`config.mk`:
```
export PLATFORM = sky130hd
export DESIGN_NAME = bounded_double_ended_queue
export DESIGN_NICKNAME = d
export VERILOG_FILES = /design/src/rtl/bdeq_pkg.sv /design/src/rtl/bdeq_ram.sv /design/src/rtl/bdeq_dp.sv /design/src/rtl/bdeq_ctrl.sv /design/src/rtl/bounded_double_ended_queue.sv
export SDC_FILE = /design/constraint.sdc
export NUM_CORES = 1
export LEC_CHECK = 0
export ABC_AREA = 1
export BUFFER_PORTS_ARGS = -buffer_cell sky130_fd_sc_hd__buf_2
export CAP_MARGIN = 10
export CELL_PAD_IN_SITES_DETAIL_PLACEMENT = 1
export CELL_PAD_IN_SITES_GLOBAL_PLACEMENT = 1
export CORE_MARGIN = 2
export CORE_UTILIZATION = 40
export CTS_BUF_LIST = sky130_fd_sc_hd__clkbuf_8
export DETAILED_ROUTE_END_ITERATION = 16
export PLACE_DENSITY = 0.74
export SYNTH_ARGS = -nofsm -noshare
export SYNTH_HDL_FRONTEND = slang
export SYNTH_HIERARCHICAL = 1
export SYNTH_SLANG_ARGS = --single-unit
```
`constraint.sdc`:
```
create_clock -name clk -period 3.5 [get_ports clk]
set_clock_uncertainty 0.2 [all_clocks]
set_input_delay 0.7 -clock clk [delete_from_list [all_inputs] [get_ports clk]]
set_output_delay 0.7 -clock clk [all_outputs]
set_load 0.01 [all_outputs]
```
`src/rtl/bdeq_pkg.sv`:
```
// shared types and constants of the bounded double-ended queue
package bdeq_pkg;

	localparam int DATA_W       = 32;
	localparam int OPC_W        = 3;
	localparam int STS_W        = 2;
	localparam int CAPACITY_DEF = 32;
	localparam int S_TDATA_W    = 40;
	localparam int M_TDATA_W    = 40;

	typedef enum logic [OPC_W-1:0] {
		OP_PUSH_FRONT = 3'd0,
		OP_PUSH_BACK  = 3'd1,
		OP_POP_FRONT  = 3'd2,
		OP_POP_BACK   = 3'd3,
		OP_LIST       = 3'd4
	} opcode_t;

	typedef enum logic [STS_W-1:0] {
		STS_OK    = 2'd0,
		STS_EMPTY = 2'd1,
		STS_FULL  = 2'd2
	} status_t;

	// controller to datapath
	typedef struct packed {
		logic    latch;       // capture the incoming request
		logic    push;        // write the word, move pointers
		logic    pop;         // read the end slot, move pointers
		logic    list_start;  // read the front slot
		logic    list_step;   // read the next slot of the walk
		logic    load;        // load the output register
		status_t status;
		logic    with_data;   // word comes from the store read port
		logic    last;
	} cmd_t;

	// datapath to controller
	typedef struct packed {
		logic [OPC_W-1:0] op;
		logic             full;
		logic             empty;
		logic             list_last;
		logic             out_free;
	} sts_t;

endpackage

```
`src/rtl/bdeq_ram.sv`:
```
// generic single write port, single registered read port ram
module bdeq_ram #(
	parameter int WIDTH = 32,
	parameter int DEPTH = 32
) (
	input  logic                     clk,
	input  logic                     wr_en,
	input  logic [$clog2(DEPTH)-1:0] wr_addr,
	input  logic [WIDTH-1:0]         wr_data,
	input  logic                     rd_en,
	input  logic [$clog2(DEPTH)-1:0] rd_addr,
	output logic [WIDTH-1:0]         rd_data
);

	logic [WIDTH-1:0] mem_q [DEPTH];

	always_ff @(posedge clk) begin
		if (wr_en) begin
			mem_q[wr_addr] <= wr_data;
		end
		if (rd_en) begin
			rd_data <= mem_q[rd_addr];
		end
	end

endmodule

```
`src/rtl/bdeq_dp.sv`:
```
// datapath: request latch, ring pointers, element store and output register
module bdeq_dp #(
	parameter int CAPACITY = bdeq_pkg::CAPACITY_DEF
) (
	input  logic                         clk,
	input  logic                         arst_n,
	input  logic [bdeq_pkg::OPC_W-1:0]   opcode,
	input  logic [bdeq_pkg::DATA_W-1:0]  value,
	input  bdeq_pkg::cmd_t               cmd,
	output bdeq_pkg::sts_t               sts,
	output logic                         out_valid,
	input  logic                         out_ready,
	output logic [bdeq_pkg::STS_W-1:0]   out_status,
	output logic [bdeq_pkg::DATA_W-1:0]  out_word,
	output logic                         out_last
);

	import bdeq_pkg::*;

	localparam int IW = $clog2(CAPACITY);
	localparam int CW = $clog2(CAPACITY + 1);
	localparam logic [IW-1:0] LAST_SLOT = IW'(CAPACITY - 1);
	localparam logic [IW:0]   CAP_W     = (IW + 1)'(CAPACITY);

	logic [OPC_W-1:0]  req_op_q;
	logic [DATA_W-1:0] req_val_q;
	logic [IW-1:0]     front_q;
	logic [CW-1:0]     count_q;
	logic [IW-1:0]     list_off_q;
	logic              out_valid_q;
	logic [STS_W-1:0]  out_status_q;
	logic [DATA_W-1:0] out_word_q;
	logic              out_last_q;

	logic [IW-1:0]     front_inc;
	logic [IW-1:0]     front_dec;
	logic [IW-1:0]     back_wr;
	logic [IW-1:0]     back_rd;
	logic [IW-1:0]     next_off;
	logic              wr_en;
	logic [IW-1:0]     wr_addr;
	logic              rd_en;
	logic [IW-1:0]     rd_addr;
	logic [DATA_W-1:0] rd_data;

	// ring slot at an offset from a base, offset below capacity
	function automatic logic [IW-1:0] slot(input logic [IW-1:0] base,
		input logic [IW-1:0] off);
		logic [IW:0] sum;
		sum = {1'b0, base} + {1'b0, off};
		if (sum >= CAP_W) begin
			sum = sum - CAP_W;
		end
		return sum[IW-1:0];
	endfunction

	assign front_inc = (front_q == LAST_SLOT) ? '0 : front_q + 1'b1;
	assign front_dec = (front_q == '0) ? LAST_SLOT : front_q - 1'b1;
	assign back_wr   = slot(front_q, count_q[IW-1:0]);
	assign back_rd   = slot(front_q, count_q[IW-1:0] - 1'b1);
	assign next_off  = list_off_q + 1'b1;

	assign wr_en   = cmd.push;
	assign wr_addr = (req_op_q == OP_PUSH_FRONT) ? front_dec : back_wr;

	assign rd_en = cmd.pop || cmd.list_start || cmd.list_step;

	always_comb begin
		if (cmd.list_step) begin
			rd_addr = slot(front_q, next_off);
		end else if (cmd.pop && req_op_q == OP_POP_BACK) begin
			rd_addr = back_rd;
		end else begin
			rd_addr = front_q;
		end
	end

	bdeq_ram #(
		.WIDTH (DATA_W),
		.DEPTH (CAPACITY)
	) u_store (
		.clk     (clk),
		.wr_en   (wr_en),
		.wr_addr (wr_addr),
		.wr_data (req_val_q),
		.rd_en   (rd_en),
		.rd_addr (rd_addr),
		.rd_data (rd_data)
	);

	always_ff @(posedge clk) begin
		if (cmd.latch) begin
			req_op_q  <= opcode;
			req_val_q <= value;
		end
		if (cmd.list_start) begin
			list_off_q <= '0;
		end else if (cmd.list_step) begin
			list_off_q <= next_off;
		end
		if (cmd.load) begin
			out_status_q <= cmd.status;
			out_word_q   <= cmd.with_data ? rd_data : '0;
			out_last_q   <= cmd.last;
		end
	end

	always_ff @(posedge clk or negedge arst_n) begin
		if (!arst_n) begin
			front_q     <= '0;
			count_q     <= '0;
			out_valid_q <= 1'b0;
		end else begin
			if (cmd.push) begin
				count_q <= count_q + 1'b1;
				if (req_op_q == OP_PUSH_FRONT) begin
					front_q <= front_dec;
				end
			end else if (cmd.pop) begin
				count_q <= count_q - 1'b1;
				if (req_op_q == OP_POP_FRONT) begin
					front_q <= front_inc;
				end
			end
			if (cmd.load) begin
				out_valid_q <= 1'b1;
			end else if (out_ready) begin
				out_valid_q <= 1'b0;
			end
		end
	end

	assign sts.op        = req_op_q;
	assign sts.full      = (count_q == CW'(CAPACITY));
	assign sts.empty     = (count_q == '0);
	assign sts.list_last = ((CW'(list_off_q) + CW'(1)) == count_q);
	assign sts.out_free  = !out_valid_q || out_ready;

	assign out_valid  = out_valid_q;
	assign out_status = out_status_q;
	assign out_word   = out_word_q;
	assign out_last   = out_last_q;

endmodule

```
`src/rtl/bdeq_ctrl.sv`:
```
// controller state machine sequencing one request at a time
module bdeq_ctrl (
	input  logic           clk,
	input  logic           arst_n,
	input  logic           in_valid,
	output logic           in_ready,
	input  bdeq_pkg::sts_t sts,
	output bdeq_pkg::cmd_t cmd
);

	import bdeq_pkg::*;

	typedef enum logic [3:0] {
		S_IDLE = 4'b0001,
		S_EXEC = 4'b0010,
		S_POP  = 4'b0100,
		S_LIST = 4'b1000
	} state_t;

	state_t state_q;
	state_t state_d;

	always_comb begin
		state_d        = state_q;
		cmd            = '0;
		cmd.status     = STS_OK;
		in_ready       = 1'b0;
		unique case (state_q)
			S_IDLE: begin
				in_ready  = 1'b1;
				cmd.latch = in_valid;
				if (in_valid) begin
					state_d = S_EXEC;
				end
			end
			S_EXEC: begin
				unique case (sts.op) inside
					OP_PUSH_FRONT, OP_PUSH_BACK: begin
						if (sts.out_free) begin
							cmd.load   = 1'b1;
							cmd.last   = 1'b1;
							cmd.push   = !sts.full;
							cmd.status = sts.full ? STS_FULL : STS_OK;
							state_d    = S_IDLE;
						end
					end
					OP_POP_FRONT, OP_POP_BACK: begin
						if (sts.empty) begin
							if (sts.out_free) begin
								cmd.load   = 1'b1;
								cmd.last   = 1'b1;
								cmd.status = STS_EMPTY;
								state_d    = S_IDLE;
							end
						end else begin
							cmd.pop = 1'b1;
							state_d = S_POP;
						end
					end
					OP_LIST: begin
						if (sts.empty) begin
							if (sts.out_free) begin
								cmd.load   = 1'b1;
								cmd.last   = 1'b1;
								cmd.status = STS_EMPTY;
								state_d    = S_IDLE;
							end
						end else begin
							cmd.list_start = 1'b1;
							state_d        = S_LIST;
						end
					end
					default: begin
						state_d = S_IDLE;
					end
				endcase
			end
			S_POP: begin
				if (sts.out_free) begin
					cmd.load      = 1'b1;
					cmd.with_data = 1'b1;
					cmd.last      = 1'b1;
					state_d       = S_IDLE;
				end
			end
			S_LIST: begin
				if (sts.out_free) begin
					cmd.load      = 1'b1;
					cmd.with_data = 1'b1;
					cmd.last      = sts.list_last;
					cmd.list_step = !sts.list_last;
					if (sts.list_last) begin
						state_d = S_IDLE;
					end
				end
			end
			default: begin
				state_d = S_IDLE;
			end
		endcase
	end

	always_ff @(posedge clk or negedge arst_n) begin
		if (!arst_n) begin
			state_q <= S_IDLE;
		end else begin
			state_q <= state_d;
		end
	end

endmodule

```
`src/rtl/bounded_double_ended_queue.sv`:
```
// top level of the bounded double-ended queue of signed 32-bit words
//
// usage
// - slave channel (s_*) takes one request per handshake: push front, push
//   back, pop front, pop back or list; any other opcode is dropped silently
// - master channel (m_*) returns results; m_tlast marks the final result of
//   a request, and every push or pop yields exactly one result
// - a list request streams the held words front to back, one per cycle while
//   m_tready stays high, or one empty-status result when nothing is held
// - the controller latches a request in idle and acts on it in exec; a pop
//   or a list starts its read of the element store there, and the word then
//   leaves from the pop or list state behind the registered read port, while
//   a push result or an empty status is loaded into the output register in exec
// - one request is worked on at a time; s_tready rises again once the last
//   result of the previous request sits in the output register
// - when the receiver stalls, the output register holds its result and the
//   controller waits with the next one; nothing is dropped
// - reset empties the queue (front pointer and count cleared); the store
//   contents are left undefined, and no clearing pass is needed
module bounded_double_ended_queue #(
	parameter int CAPACITY = bdeq_pkg::CAPACITY_DEF
) (
	input  logic                          clk,
	input  logic                          arst_n,
	input  logic                          s_tvalid,
	output logic                          s_tready,
	input  logic [bdeq_pkg::S_TDATA_W-1:0] s_tdata,  // opcode[2:0], value[34:3], zero pad
	output logic                          m_tvalid,
	input  logic                          m_tready,
	output logic [bdeq_pkg::M_TDATA_W-1:0] m_tdata,  // status[1:0], word[33:2], zero pad
	output logic                          m_tlast
);

	import bdeq_pkg::*;

	cmd_t              cmd;
	sts_t              sts;
	logic [OPC_W-1:0]  opcode;
	logic [DATA_W-1:0] value;
	logic [STS_W-1:0]  status;
	logic [DATA_W-1:0] word;

	// request unpacking
	assign opcode = s_tdata[OPC_W-1:0];
	assign value  = s_tdata[OPC_W +: DATA_W];

	bdeq_ctrl u_ctrl (
		.clk      (clk),
		.arst_n   (arst_n),
		.in_valid (s_tvalid),
		.in_ready (s_tready),
		.sts      (sts),
		.cmd      (cmd)
	);

	bdeq_dp #(
		.CAPACITY (CAPACITY)
	) u_dp (
		.clk        (clk),
		.arst_n     (arst_n),
		.opcode     (opcode),
		.value      (value),
		.cmd        (cmd),
		.sts        (sts),
		.out_valid  (m_tvalid),
		.out_ready  (m_tready),
		.out_status (status),
		.out_word   (word),
		.out_last   (m_tlast)
	);

	// result packing, status in the low bits
	assign m_tdata = {{(M_TDATA_W - STS_W - DATA_W){1'b0}}, word, status};

`ifndef SYNTHESIS
	// a push never writes into a full store
	assert property (@(posedge clk) disable iff (!arst_n) cmd.push |-> !sts.full)
		else $error("push issued while queue full");

	// pops and list walks only start on a non-empty queue
	assert property (@(posedge clk) disable iff (!arst_n)
		(cmd.pop || cmd.list_start) |-> !sts.empty)
		else $error("store read started on empty queue");

	// a pending result is never overwritten
	assert property (@(posedge clk) disable iff (!arst_n) cmd.load |-> sts.out_free)
		else $error("output register overwritten");

	// the list walk stops at the last held element
	assert property (@(posedge clk) disable iff (!arst_n)
		cmd.list_step |-> !sts.list_last)
		else $error("list walk ran past the back");
`endif

endmodule
```
# --- After elaboration in Yosys (flattened, before gate mapping) ---
# Memory sizes are Yosys's and may differ from the RTL's. A register that Yosys moved wholly into a read port is not among the register bits.
# Index checks and enable logic that the tools add are counted.
# W data, S select, Z words.
op_classes:
  add_sub_neg: 13
  n_lt_le_gt_ge: 3
  n_eq_ne: 15
  mux: 49
  n_reduce_logical: 18
ops:
  columns: ["cell", "count"]
  rows:
  - ["$mux W5", 12]
  - ["$sub A5 B1 Y5 const B", 5]
  - ["$mux W4", 6]
  - ["$add A5 B5 Y6", 3]
  - ["$ge A6 B6 Y1 const B", 3]
  - ["$pmux W4 S4", 1]
  - ["$mux W1", 14]
  - ["$mux W3", 4]
  - ["$mux W6", 2]
  - ["$pmux W4 S3", 1]
  - ["$add A5 B1 Y5 const B", 2]
  - ["$mux W2", 4]
  - ["$add A5 B1 Y6 const B", 1]
  - ["$add A6 B1 Y6 const B", 1]
  - ["$eq A3 B2 Y1 const B", 2]
  - ["$eq A6 B6 Y1", 1]
  - ["$eq A6 B6 Y1 const B", 1]
  - ["$logic_not A6 Y1", 1]
  - ["$pmux W1 S3", 2]
  - ["$pmux W3 S2", 1]
  - ["$reduce_and A3 Y1", 2]
  - ["$reduce_bool A2 Y1", 3]
  - ["$sub A6 B1 Y6 const B", 1]
  - ["$eq A5 B5 Y1 const B", 1]
  - ["16 further kinds", 24]
word_totals:
  ff_bits: 91
  ram_bits: 1024
  input_bits: 44
  out_inout_bits: 43
  word_cells: 109
  mem_count: 1
mem_list:
  columns: ["name", "words", "word_bits", "rd", "rd_ports_with_merged_regs", "write_ports", "line", "text"]
  rows:
  - ["u_dp.u_store.mem_q", 32, 32, 1, 1, 1, "bdeq_ram.sv:15", "logic [WIDTH-1:0] mem_q [DEPTH];"]

# --- Depth between registers and ports, before layout ---
depth:
  word_depth: 8
  ltp_mapped: 25
  mapped_depth_nobuf: 20

# --- Modules after synthesis ---
# Netlist, hierarchy kept.
by_module_without_submodules:
  columns: ["mod", "instances", "cells_each", "area_per_inst_um2", "seq_area_each_um2"]
  rows:
  - ["bdeq_ram", 1, 3536, 42726.0, 31710.4]
  - ["bdeq_dp", 1, 429, 4307.9, 2502.4]
  - ["bdeq_ctrl", 1, 60, 375.4, 101.3]
  - ["bounded_double_ended_queue", 1, 7, 48.8, 0.0]

# --- Least setup slack after synthesis ---
# No wires, ideal clock.
synth_timing:
  path_kind: "reg-to-reg"
  startpoint: "register u_dp.front_q[0]"
  endpoint: "memory u_dp.u_store.mem_q[4][0] (enable)"
  setup_time_ns: 0.421
  arrival_time_ns: 3.140
  required_time_ns: 2.879
  setup_slack_ns: -0.261
  path_stages_with_launch: 11
  path_buffers: 0
  period_less_slack_ns: 3.761
  path_cell_list: "dfrtp_1 -> ha_1 -> fa_1 -> nand3_1 -> nand2_1 -> xor2_1 -> nand2_1 -> nand2_1 -> inv_1 -> nand3_1 -> nor2_1"
synth_via:
  elab_chain_cells: 4
  word_cells_on_any_way: 8
  classes_between: "3 x add/sub; 1 x order compare; 3 x mux; 1 x reduce/logical"
synth_lines:
  columns: ["element", "line", "text"]
  rows:
  - ["from (decl)", "bdeq_dp.sv:27", "logic [IW-1:0] front_q;"]
  - ["from (signal assigned)", "bdeq_dp.sv:117", "front_q <= front_dec;"]
  - ["from (signal assigned)", "bdeq_dp.sv:122", "front_q <= front_inc;"]
  - ["$add A5 B5 Y6", "bdeq_dp.sv:50", "sum = {1'b0, base} + {1'b0, off};"]
  - ["$sub A5 B1 Y5 or $ge A6 B6 Y1 (tied branches)", "bdeq_dp.sv:52, bdeq_dp.sv:51", null]
  - ["$mux W5", "bdeq_dp.sv:51", "if (sum >= CAP_W) begin"]
  - ["$mux W5 *", "bdeq_dp.sv:64", "assign wr_addr = (req_op_q == OP_PUSH_FRONT) ? front_dec : back_wr;"]
  - ["via u_dp.wr_addr[4]", "bdeq_dp.sv:41", "logic [IW-1:0] wr_addr;"]
  - ["to (decl)", "bdeq_ram.sv:15", null]
# Mark *: on every way through the listed nets, which the timed path passes. The rest lies on a longest branch.

==> impl_metrics.py <==
metrics = {
    "setup_path": {
        "critPathTopFamily": "simple AND/OR/NAND/NOR gates",
        "regToRegSetupSlack_ns": 0.002,
        "end_kind": "flip-flop",
        "cp_data_arrival_time_ns": 3.90,
        "worstSetupPathType": "flip-flop to flip-flop",
        "critPathMaxStageDelay_ns": 0.36,
        "cp_max_fo": 7,
        "worstPathRequired_ns": 3.90,
        "start_kind": "flip-flop",
        "slowest_stage": "dfrtp_1",
        "path_buf_inv": 8,
        "path_cells": "inv_2, ha_2, nand2_2, nor3_2, inv_1, nand2_2, nor2_4, nand4_4, inv_4, nand2_4, a31oi_4, buf_12, clkinv_16, buf_16, buf_16, clkbuf_16, nand2_1, nand3_1, nand3_1, nand2_1, nand2_1, nand2_1, nand2_1, nand2_2",
        "path_common_cell": "nand2_1",
    },
    "clocking": {
        "max-clock-path-buffers": 3,
        "clkLatencyLatePin_ns": 0.90,
        "cts_sinks": 1147,
        "cts_buffers": 184,
        "cts.htree.levels": 4,
        "cts_root_buffer": "clkbuf_8",
        "clkSlewWorstSetupHoldPaths_ns": 0.07,
        "cts_tree": "done",
    },
    "timing": {
        "slew_headroom_pct": 19.76,
        "min_period_ns": 3.498,
        "fin_tns_setup_ns": 0,
        "worst_pin_slew_ns": 1.204,
        "hold_viol_final": 0,
        "fmax_mhz": 285.9,
        "setup_viol_count_final": 0,
        "worst_hold_slack_ns": 0.09305,
        "fin_crit_sh_pct": 99.95,
        "rsz0062_at_grt": "yes",
        "finalMaxSlewViolations": 0,
    },
    "cells_and_area": {
        "register_area_um2": 34320,
        "drive_gt1_share_pct": 16.13,
        "final_cells": 6081,
        "nets": 4470,
        "final_cell_mix": "nand2_1, edfxtp_1, nand3_1",
        "area_growth_pct": 20.25,
        "fill_cells": 12290,
        "layout_commonest_cell": "nand2_1",
        "multi_input_area_um2": 11710,
    },
    "power": {
        "ir_drop_v": 0.0004885,
        "finalPower_mw": 46.90,
        "pwr_density_cell_nw_per_um2": 821.7,
        "cellLeakagePower_nw": 21.64,
    },
    "global_routing": {
        "grt_start_max_net_pins": 59,
        "grt_pass1_wl_mm": 221.2,
        "track_usage_pct": 24.44,
        "grt_pass1_vias": 35170,
        "antenna_found_initial": 3,
        "grt_overflow": 0,
    },
    "floorplan": {
        "initial_core_util_pct": 40.24,
        "fp.dieH_um": 348.5,
        "die_w_um": 348.5,
        "ios": 87,
        "die-area_um2": 121400,
        "row_count": 126,
        "coreArea_um2": 117900,
    },
    "place": {
        "finalWeightedCongestion": 0.8174,
        "port_buffers": 75,
        "dp_hpwl_mm": 86.15,
        "dp_cells": 5629,
    },
    "detailed_routing": {
        "dr.pass1.iters": 5,
        "vias": 34180,
        "drt_iter0_drc": 3104,
        "ant_nets": 0,
        "drc": 0,
        "via_per_inst": 5.621,
        "drt-wirelength-per-cell_um": 26.14,
        "routed_wl_mm": 159.0,
    },
    "job": {
        "cap_violations": 0,
    },
    "synth": {
        "yosys.area.top_type_share_pct": 71.25,
        "ys_seq_area_share_pct": 72.30,
        "syn_area_per_cell_um2": 11.77,
        "async_flop_share_pct": 1.395,
        "yosysTopAreaCell": "edfxtp_1",
        "synthCells": 4032,
        "synth_ff_type": "edfxtp_1",
        "synth_top_cells_by_area": "edfxtp_1, nand2_1, nand3_1",
        "yosys_warnings": 6,
        "synth_seq_cells": 1147,
        "synth_area_um2": 47460,
        "synth-edff-count": 1126,
        "yosysUniqueCellTypes": 43,
    },
    "run_status": {
        "status": "complete, no violations",
    },
    "worst_hold_path": {
        "hp-class": "input pin to flip-flop",
    },
}
## tightest hold or removal path, stage by stage
cell,delay [ns]
buf_2,0.07
inv_1,0.03
nand2_1,0.08
buf_4,0.17
nand2_1,0.06
## cells in the mapped netlist, types with 5 or more instances
cell type	instances
nand2_1	1572
a21oi_1	15
clkbuf_1	27
xor2_1	7
nand2_2	7
nor2_1	60
o22ai_1	6
ha_1	22
xnor2_1	6
inv_2	6
o21ai_1	6
buf_2	85
buf_4	31
dfrtp_1	15
edfxtp_1	1126
o21ai_0	16
inv_1	81
buf_1	18
nand3_1	813
buf_6	68
dfxtp_1	5
## worst paths after layout
path                                                   start                            endpoint  cells past startpoint
setup / recovery                 u_dp/count_q[1]$_DFFE_PN0P_  u_dp/u_store/rd_data[15]$_DFFE_PP_                     24
hold / removal                                      m_tready          u_dp/out_valid$_DFFE_PN0P_                      5
setup reg to reg                 u_dp/count_q[1]$_DFFE_PN0P_  u_dp/u_store/rd_data[15]$_DFFE_PP_                     24
hold reg to reg            u_dp/u_store/rd_data[5]$_DFFE_PP_      u_dp/out_word[5]$_SDFFCE_PN0P_                      2
max in group asynchronous                             arst_n       u_ctrl/state_q[0]$_DFFE_PN1P_                      2
min in group asynchronous                             arst_n       u_ctrl/state_q[1]$_DFFE_PN0P_                      2
## report_power, final
| group | internal, mW | switching, mW |
|---|---|---|
| combinational | 6.86 | 12.0 |
| clock | 5.65 | 5.52 |
| sequential | 16.1 | 0.786 |
## per-stage QoR
step                setup slack [ns]  util, %  cell area, µm²
floorplan                    -0.2611        -           47480
global placement             -0.1257    43.48           51280
detailed placement           -0.2970    43.48           51280
CTS                         0.002344    47.01           55440
global route                 -0.1374    48.39           57070
finish                      0.001891    48.39           57070
## layout make-up
class	count	area share [%]
antenna	2	0.008770
clock buffer	187	4.510
clock inverter	142	1.539
inverter	90	0.6994
multi-input combinational	2568	20.51
sequential	1147	60.14
tap	1536	3.368
timing repair buffer	407	9.186
timing repair inverter	2	0.03508
## cell families after synthesis
logic type               after synthesis  share of synthesized area (%)
AND/OR/NAND/NOR                     2475                          21.96
flip-flops                          1147                          72.30
buffers and inverters                322                          4.189
AO/OA/AOI/OAI                         48                         0.5458
adder cells (fa/ha/maj)               26                         0.7487
XOR/XNOR                              13                         0.2399
other                                  1                       0.007902
## state kept, by name, indices dropped and copies added (netlist names), 3 cells and up
name,flops
u_dp/u_store/rd_data,32
u_ctrl/state_q,4
u_dp/req_op_q,3
u_dp/out_word,32
u_dp/u_store/mem_q,1024
u_dp/count_q,6
u_dp/req_val_q,32
u_dp/front_q,5
u_dp/list_off_q,5
## metal layers
metal	global-route usage (%)	part of all wire [%]	vias up
met2	41.74	49	1600
li1	-	-	14770
met4	10.98	5.3	0
met5	0	0	-
met3	3.752	7.5	461
met1	30.73	38	17350
## timing repair
action | 4_1_cts | 5_1_grt
gates cloned | 6 | 34
hold endpoints to repair | 52 | 0
hold buffers | 37 | 0
pin swaps | 4 | 19
setup buffers | 10 | 33
setup endpoints to repair | 32 | 58
gates resized for setup | 19 | 123
(Power assumes the default switching activity.)
